--- src/rtl/core/ipv4ft_pkg.sv ---
`default_nettype none

package ipv4ft_pkg;

    localparam int OFF_W = 16;

    localparam logic [OFF_W-1:0] OFF_MAX     = {OFF_W{1'b1}};
    localparam logic [OFF_W-1:0] OFF_ETH_HI  = 16'd12;
    localparam logic [OFF_W-1:0] OFF_ETH_LO  = 16'd13;
    localparam logic [OFF_W-1:0] OFF_IP_VIHL = 16'd14;
    localparam logic [OFF_W-1:0] OFF_PROTO   = 16'd23;
    localparam logic [OFF_W-1:0] OFF_SADDR   = 16'd26;
    localparam logic [OFF_W-1:0] OFF_DADDR   = 16'd30;

    localparam logic [7:0] ETH_TYPE_HI = 8'h08;
    localparam logic [7:0] ETH_TYPE_LO = 8'h00;

    localparam logic [7:0] PROTO_TCP = 8'd6;
    localparam logic [7:0] PROTO_UDP = 8'd17;

    localparam int ETH_LEN    = 14;
    localparam int IP_MIN_END = 34;
    localparam int TCP_LEN    = 20;
    localparam int UDP_LEN    = 8;

    typedef struct packed {
        logic [7:0] data_byte;
        logic       last_byte;
    } t_in_item;

    typedef struct packed {
        logic        record_valid;
        logic [31:0] source_address;
        logic [31:0] dest_address;
        logic [15:0] source_port;
        logic [15:0] dest_port;
        logic [7:0]  ip_protocol;
        logic [63:0] frame_total;
    } t_record;

endpackage

`default_nettype wire

--- src/rtl/core/ipv4ft_in_stage.sv ---
`default_nettype none

module ipv4ft_in_stage (
    input  wire                  i_clk,
    input  wire                  i_rst_n,
    input  wire                  i_in_valid,
    output logic                 o_in_ready,
    input  ipv4ft_pkg::t_in_item i_item,
    output logic                 o_valid,
    output ipv4ft_pkg::t_in_item o_item,
    input  wire                  i_take
);
    import ipv4ft_pkg::*;

    logic     r_valid;
    t_in_item r_item;

    assign o_in_ready = !r_valid || i_take;
    assign o_valid    = r_valid;
    assign o_item     = r_item;

    always_ff @(posedge i_clk) begin
        if (!i_rst_n) begin
            r_valid <= 1'b0;
        end else if (o_in_ready) begin
            r_valid <= i_in_valid;
        end
    end

    always_ff @(posedge i_clk) begin
        if (o_in_ready && i_in_valid) begin
            r_item <= i_item;
        end
    end

endmodule

`default_nettype wire

--- src/rtl/core/ipv4ft_parse.sv ---
`default_nettype none

module ipv4ft_parse (
    input  wire                  i_clk,
    input  wire                  i_rst_n,
    input  wire                  i_valid,
    input  ipv4ft_pkg::t_in_item i_item,
    output logic                 o_take,
    output logic                 o_out_valid,
    input  wire                  i_out_ready,
    output ipv4ft_pkg::t_record  o_record
);
    import ipv4ft_pkg::*;

    logic [OFF_W-1:0] r_offset;
    logic [63:0]      r_count;
    logic [7:0]       r_eth_hi;
    logic [7:0]       r_eth_lo;
    logic [3:0]       r_ihl;
    logic [7:0]       r_proto;
    logic [31:0]      r_saddr;
    logic [31:0]      r_daddr;
    logic [15:0]      r_sport;
    logic [15:0]      r_dport;
    logic             r_out_valid;
    t_record          r_record;

    logic [7:0]       n_eth_hi;
    logic [7:0]       n_eth_lo;
    logic [3:0]       n_ihl;
    logic [7:0]       n_proto;
    logic [31:0]      n_saddr;
    logic [31:0]      n_daddr;
    logic [15:0]      n_sport;
    logic [15:0]      n_dport;
    logic [OFF_W-1:0] n_offset;
    t_record          n_record;

    logic [6:0]       l4_off;
    logic [OFF_W-1:0] l4_wide;
    logic             out_free;
    logic             take_last;
    logic             len_ok;
    logic             eth_ok;

    assign out_free    = !r_out_valid || i_out_ready;
    assign o_take      = i_valid && (!i_item.last_byte || out_free);
    assign take_last   = o_take && i_item.last_byte;
    assign o_out_valid = r_out_valid;
    assign o_record    = r_record;

    assign l4_off  = 7'(ETH_LEN) + {1'b0, n_ihl, 2'b00};
    assign l4_wide = OFF_W'(l4_off);

    always_comb begin
        n_eth_hi = (r_offset == OFF_ETH_HI)  ? i_item.data_byte : r_eth_hi;
        n_eth_lo = (r_offset == OFF_ETH_LO)  ? i_item.data_byte : r_eth_lo;
        n_ihl    = (r_offset == OFF_IP_VIHL) ? i_item.data_byte[3:0] : r_ihl;
        n_proto  = (r_offset == OFF_PROTO)   ? i_item.data_byte : r_proto;
        n_saddr  = r_saddr;
        n_daddr  = r_daddr;
        n_sport  = r_sport;
        n_dport  = r_dport;
        for (int k = 0; k < 4; k++) begin
            if (r_offset == OFF_SADDR + OFF_W'(k)) begin
                n_saddr[8*k +: 8] = i_item.data_byte;
            end
            if (r_offset == OFF_DADDR + OFF_W'(k)) begin
                n_daddr[8*k +: 8] = i_item.data_byte;
            end
        end
        if (r_offset == l4_wide) begin
            n_sport[15:8] = i_item.data_byte;
        end
        if (r_offset == l4_wide + OFF_W'(1)) begin
            n_sport[7:0] = i_item.data_byte;
        end
        if (r_offset == l4_wide + OFF_W'(2)) begin
            n_dport[15:8] = i_item.data_byte;
        end
        if (r_offset == l4_wide + OFF_W'(3)) begin
            n_dport[7:0] = i_item.data_byte;
        end
    end

    always_comb begin
        if (i_item.last_byte) begin
            n_offset = '0;
        end else if (r_offset != OFF_MAX) begin
            n_offset = r_offset + OFF_W'(1);
        end else begin
            n_offset = r_offset;
        end
    end

    assign len_ok = r_offset >= OFF_W'(IP_MIN_END - 1);
    assign eth_ok = (n_eth_hi == ETH_TYPE_HI) && (n_eth_lo == ETH_TYPE_LO);

    always_comb begin
        n_record             = '0;
        n_record.frame_total = r_count + 64'd1;
        if (len_ok && eth_ok) begin
            n_record.record_valid = 1'b1;
            if (n_proto == PROTO_TCP) begin
                if (r_offset < l4_wide + OFF_W'(TCP_LEN - 1)) begin
                    n_record.record_valid = 1'b0;
                end
            end else if (n_proto == PROTO_UDP) begin
                if (r_offset < l4_wide + OFF_W'(UDP_LEN - 1)) begin
                    n_record.record_valid = 1'b0;
                end
            end
            if (n_record.record_valid) begin
                n_record.source_address = n_saddr;
                n_record.dest_address   = n_daddr;
                n_record.ip_protocol    = n_proto;
                if (n_proto == PROTO_TCP || n_proto == PROTO_UDP) begin
                    n_record.source_port = n_sport;
                    n_record.dest_port   = n_dport;
                end
            end
        end
    end

    always_ff @(posedge i_clk) begin
        if (!i_rst_n) begin
            r_offset    <= '0;
            r_count     <= '0;
            r_out_valid <= 1'b0;
        end else begin
            if (o_take) begin
                r_offset <= n_offset;
            end
            if (take_last) begin
                r_count     <= r_count + 64'd1;
                r_out_valid <= 1'b1;
            end else if (i_out_ready) begin
                r_out_valid <= 1'b0;
            end
        end
    end

    always_ff @(posedge i_clk) begin
        if (o_take) begin
            r_eth_hi <= n_eth_hi;
            r_eth_lo <= n_eth_lo;
            r_ihl    <= n_ihl;
            r_proto  <= n_proto;
            r_saddr  <= n_saddr;
            r_daddr  <= n_daddr;
            r_sport  <= n_sport;
            r_dport  <= n_dport;
        end
        if (take_last) begin
            r_record <= n_record;
        end
    end

endmodule

`default_nettype wire

--- src/rtl/core/ipv4_five_tuple_extractor.sv ---
// Channel   Direction  Handshake                  Payload
// in        input      i_in_valid / o_in_ready    i_data_byte, i_last_byte
// out       output     o_out_valid / i_out_ready  o_record_valid, o_source_address,
//                                                 o_dest_address, o_source_port,
//                                                 o_dest_port, o_ip_protocol,
//                                                 o_frame_total
//
// One byte per cycle sustained unless a stalled result holds a last byte; each byte is
// first registered at the input; a frame's last byte then goes to the result register.
// Header fields are captured by byte offset (ports after the IHL) as the frame streams.
// Synchronous active-low reset clears the byte offset, frame counter and valid flags.
// A stalled result holds only last bytes; other bytes keep flowing.
`default_nettype none

module ipv4_five_tuple_extractor (
    input  wire         i_clk,
    input  wire         i_rst_n,
    input  wire         i_in_valid,
    output logic        o_in_ready,
    input  wire  [7:0]  i_data_byte,
    input  wire         i_last_byte,
    output logic        o_out_valid,
    input  wire         i_out_ready,
    output logic        o_record_valid,
    output logic [31:0] o_source_address,
    output logic [31:0] o_dest_address,
    output logic [15:0] o_source_port,
    output logic [15:0] o_dest_port,
    output logic [7:0]  o_ip_protocol,
    output logic [63:0] o_frame_total
);
    import ipv4ft_pkg::*;

    t_in_item in_item;
    t_in_item stage_item;
    t_record  record;
    logic     stage_valid;
    logic     stage_take;

    assign in_item.data_byte = i_data_byte;
    assign in_item.last_byte = i_last_byte;

    ipv4ft_in_stage u_in_stage (
        .i_clk      (i_clk),
        .i_rst_n    (i_rst_n),
        .i_in_valid (i_in_valid),
        .o_in_ready (o_in_ready),
        .i_item     (in_item),
        .o_valid    (stage_valid),
        .o_item     (stage_item),
        .i_take     (stage_take)
    );

    ipv4ft_parse u_parse (
        .i_clk       (i_clk),
        .i_rst_n     (i_rst_n),
        .i_valid     (stage_valid),
        .i_item      (stage_item),
        .o_take      (stage_take),
        .o_out_valid (o_out_valid),
        .i_out_ready (i_out_ready),
        .o_record    (record)
    );

    assign o_record_valid   = record.record_valid;
    assign o_source_address = record.source_address;
    assign o_dest_address   = record.dest_address;
    assign o_source_port    = record.source_port;
    assign o_dest_port      = record.dest_port;
    assign o_ip_protocol    = record.ip_protocol;
    assign o_frame_total    = record.frame_total;

endmodule

`default_nettype wire

--- config.mk ---
export PLATFORM = sky130hd
export DESIGN_NAME = ipv4_five_tuple_extractor
export DESIGN_NICKNAME = d
export VERILOG_FILES = /design/src/rtl/core/ipv4ft_pkg.sv /design/src/rtl/core/ipv4ft_in_stage.sv /design/src/rtl/core/ipv4ft_parse.sv /design/src/rtl/core/ipv4_five_tuple_extractor.sv
export SDC_FILE = /design/constraint.sdc
export NUM_CORES = 1
export LEC_CHECK = 0
export CAP_MARGIN = 15
export CORE_MARGIN = 1.5
export CORE_UTILIZATION = 51
export DETAILED_ROUTE_END_ITERATION = 6
export DONT_BUFFER_PORTS = 1
export GPL_ROUTABILITY_DRIVEN = 0
export PLACE_DENSITY = 0.67
export SYNTH_ARGS = -nofsm -noshare
export SYNTH_HDL_FRONTEND = slang
export SYNTH_SLANG_ARGS = --single-unit
--- constraint.sdc ---
create_clock -name i_clk -period 16.7 [get_ports i_clk]
set_input_delay 1.67 -clock i_clk [delete_from_list [all_inputs] [get_ports i_clk]]
set_output_delay 1.67 -clock i_clk [all_outputs]
set_load 0.1 [all_outputs]
==> results.toml <==
[hold_path]
hold_class = "register to register"
min_path_cells = 2
whs_endpoint = "u_parse.r_count[1]"
min_from = "u_parse.r_count[1]"

[run_status]
status = "complete, no violations"

[detailed_routing]
post-route-drc-count = 0
firstDrtPassIters = 5
ant_nets = 0
vias = 11000
drtIter0Drc = 821
wl_per_cell_um = 20.0
vias_per_cell = 5.71
wl_um = 38500

[global_route]
grtUsageTotal_pct = 21.7
grt_pass1_vias = 10900
overflow = 0
grt_max_degree = 121
grt_pass1_wl_um = 60700
grt_antenna_before_repair = 3

[critical_path]
cp_slowest_cell = "o2111ai_4"
max_stage_delay_ps = 600
path_depth = 20
crit_family = "compound AO/OA/AOI/OAI gates"
crit_chain = "inv_1, ha_1, nand4b_1, o41ai_1, a21boi_0, ha_1, inv_1, xnor2_1, ha_1, nand2b_1, or4_1, mux2i_1, inv_1, ha_1, a21oi_1, nand2_1, a21oi_1, a32oi_1, o2111ai_4, a21oi_1"
reg2regPathDepth = 20
critical_path.most_common_cell = "ha_1"
r2r_end = "u_parse.o_record[79]"
worstSetupStartpointType = "register"
arrival_ps = 6430
r2r_start = "u_parse.r_offset[0]"
critPathKind = "register to register"
worst_setup_path_end_kind = "register"
required_ps = 17060
critPathMaxFanout = 32
worst-path-buf-inv = 3
ff2ff_setup_slack_ps = 10630

[synthesis]
syn_area_um2 = 17400
yosysTopAreaCell = "edfxtp_1"
synthDistinctLibCells = 57
ys_top_cells_by_area = "edfxtp_1, dfxtp_1, mux2_2"
syn_inst = 1462
synth.avg_cell_area_um2 = 11.9
yosysSeqAreaShare_pct = 61.6
synth-edff-count = 302
synth_top_area_share_pct = 52.2
synth_nets = 1496
synth_warnings = 0
ys_ff_latch = 384
async_reset_ff_share_pct = 0
synth_flop_cell = "edfxtp_1"

[power_and_ir_drop]
pwr-share-clk_pct = 44.3
powerDensity_nw_per_um2 = 103
switching_share_pct = 21.4
power_switching_mw = 0.418
seqPwrFrac_pct = 53.9
p_int_mw = 1.54
comb_power_share_pct = 1.8
power_leakage_nw = 6.34
ir_drop_uv = 61.2

[cts]
clk_path_buf_depth = 3
cts_sinks = 384
cts_resized = 0
path_clk_slew_ps = 60
clock_latency_ps = 540
cts_root_buffer = "clkbuf_16"
tritoncts = "done"
numCtsBuffers = 40
holdBufCountCts = 0
cts_setup_buffers = 0
htreeDepth = 2

[floorplanning]
die_y_um = 188
start_util_pct = 51.9
fp.dieW_um = 188
dieArea_um2 = 35200
core_area_um2 = 33500
io_pins = 184
fp-row-count = 67

[sta]
slew_headroom_pct = 28.5
slew_viol_final = 0
grt_setup_unrepaired = "no"
clock_skew_ps = 17.2
setup_tns_ps = 0
max_freq_mhz = 165
fin_crit_ps = 6070
setup_violations = 0
fin_crit_sh_pct = 36.4
worst_hold_slack_ps = 498
hold_viol = 0
worst_pin_slew_ps = 1070

[cells_and_area]
areaGrowthSynthToFinish_pct = 9.46
seqCellArea_um2 = 10700
layout.nets = 1477
multi_input_area_um2 = 6280
n_fill_cell = 2778
drive_above_1_share_pct = 11.4

[run]
cap_violations = 0

[placement]
dpl.hpwl_um = 23300
port_buffers = 0
[placed cells by master, fill, tap and decap left out, types with 12 or more instances in the layout]
cell | synthesis | routed
a21boi_0 | 18 | 18
a21oi_1 | 46 | 45
and2_1 | 51 | 51
buf_4 | 2 | 13
clkbuf_1 | 54 | 13
clkbuf_16 | 0 | 41
dfxtp_1 | 82 | 82
edfxtp_1 | 302 | 302
ha_1 | 21 | 21
inv_1 | 31 | 30
mux2_2 | 74 | 74
nand2_1 | 180 | 180
nand3_1 | 60 | 60
nand4_1 | 24 | 24
nor2_1 | 114 | 114
nor3_1 | 26 | 26
nor3b_1 | 22 | 22
nor4_1 | 13 | 13
o21ai_0 | 55 | 55
o21ai_1 | 12 | 12
or3_1 | 21 | 21
or4_1 | 12 | 12
xnor2_1 | 72 | 72
xor2_1 | 60 | 60
[cell usage after synthesis, drive strengths merged, types with 6 or more instances]
| master | count |
|---|---|
| xnor2 | 72 |
| xor2 | 60 |
| a21oi | 46 |
| o21ai | 67 |
| nor3 | 26 |
| inv | 31 |
| nand2b | 6 |
| nand2 | 180 |
| buf | 20 |
| or3 | 21 |
| nand3 | 70 |
| edfxtp | 302 |
| nor2 | 114 |
| nand4b | 7 |
| nor4 | 16 |
| a21boi | 19 |
| and2 | 51 |
| mux2i | 8 |
| nand4 | 25 |
| clkbuf | 54 |
| and3 | 9 |
| or4 | 13 |
| ha | 21 |
| dfxtp | 82 |
| nor3b | 22 |
| mux2 | 74 |
| and4 | 6 |
[kinds of logic after synthesis]
| group | count (synthesis) | synth area share (%) |
|---|---|---|
| XOR/XNOR | 133 | 6.79 |
| flip-flops | 384 | 61.6 |
| AND/OR/NAND/NOR | 585 | 17.3 |
| AO/OA/AOI/OAI | 152 | 5.06 |
| adder cells (fa/ha/maj) | 21 | 1.51 |
| multiplexers | 82 | 5.25 |
| buffers and inverters | 105 | 2.55 |
[registers in the layout (all words and copies together) (netlist names)]
signal and count:
u_in_stage.o_valid 1, u_parse.o_record 169, u_parse.r_offset 16, u_parse.o_out_valid 1
u_parse.r_ihl 4, u_parse.r_count 64, u_parse.r_eth_lo 8, u_in_stage.o_item 9
u_parse.r_daddr 32, u_parse.r_dport 16, u_parse.r_proto 8, u_parse.r_eth_hi 8
u_parse.r_sport 16, u_parse.r_saddr 32
[final cells by class]
type	instances	area share, %
Antenna cell	1	0.0131
Inverter	31	0.651
Clock inverter	19	0.901
Multi-Input combinational cell	973	33.0
Clock buffer	55	5.72
Timing Repair Buffer	13	0.513
Tap cell	448	2.94
Sequential cell	384	56.3
[worst max-delay path by stage]
stage | from | end | slack, ps
6_report | u_parse.r_offset[0] | u_parse.o_record[79] | 10630
5_1_grt | u_parse.r_offset[0] | u_parse.o_record[148] | 10030
2_1_floorplan | i_out_ready | u_parse.r_count[12] | 5700
3_5_place_dp | u_parse.r_offset[0] | u_parse.o_record[79] | 10740
3_3_place_gp | u_parse.r_offset[0] | u_parse.o_record[125] | 11020
4_1_cts | u_parse.r_offset[0] | u_parse.o_record[79] | 10700
[power groups by stage]
stage | Clock (mW) | Sequential, mW | Combinational [mW]
6_report | 0.868 | 1.06 | 0.0350
5_1_grt | 0.923 | 1.06 | 0.0376
4_1_cts | 0.886 | 1.06 | 0.0355
3_5_place_dp | 0 | 1.08 | 0.0354
3_3_place_gp | 0 | 1.08 | 0.0348
2_1_floorplan | 0 | 1.08 | 0.0241
[through the flow]
stage	setup slack, ps	utilization [%]	cells	instance area [um^2]	total power, mW
after floorplan	5700	-	1462	17400	1.10
after global placement	11020	53.0	1849	17800	1.11
after detailed placement	10740	53.0	1849	17800	1.11
after CTS	10700	56.8	1923	19000	1.98
after global routing	10030	56.8	1923	19000	2.02
final	10630	56.8	1924	19000	1.96
[worst min-delay path: stages (launching register included)]
cell and delay [ps]:
dfxtp_1 330, nand2_1 60, a21boi_0 60
[layer usage]
metal	part of all wire, %	wire length [um]	global-route usage (%)	vias to the layer above
met2	47	18200	35.0	296
met5	0.070	27	0	-
met3	5.8	2240	4.94	53
met1	44	17100	29.6	5423
li1	-	-	-	5218
met4	2.2	841	6.37	4
Power figures use the tool's default switching activity.
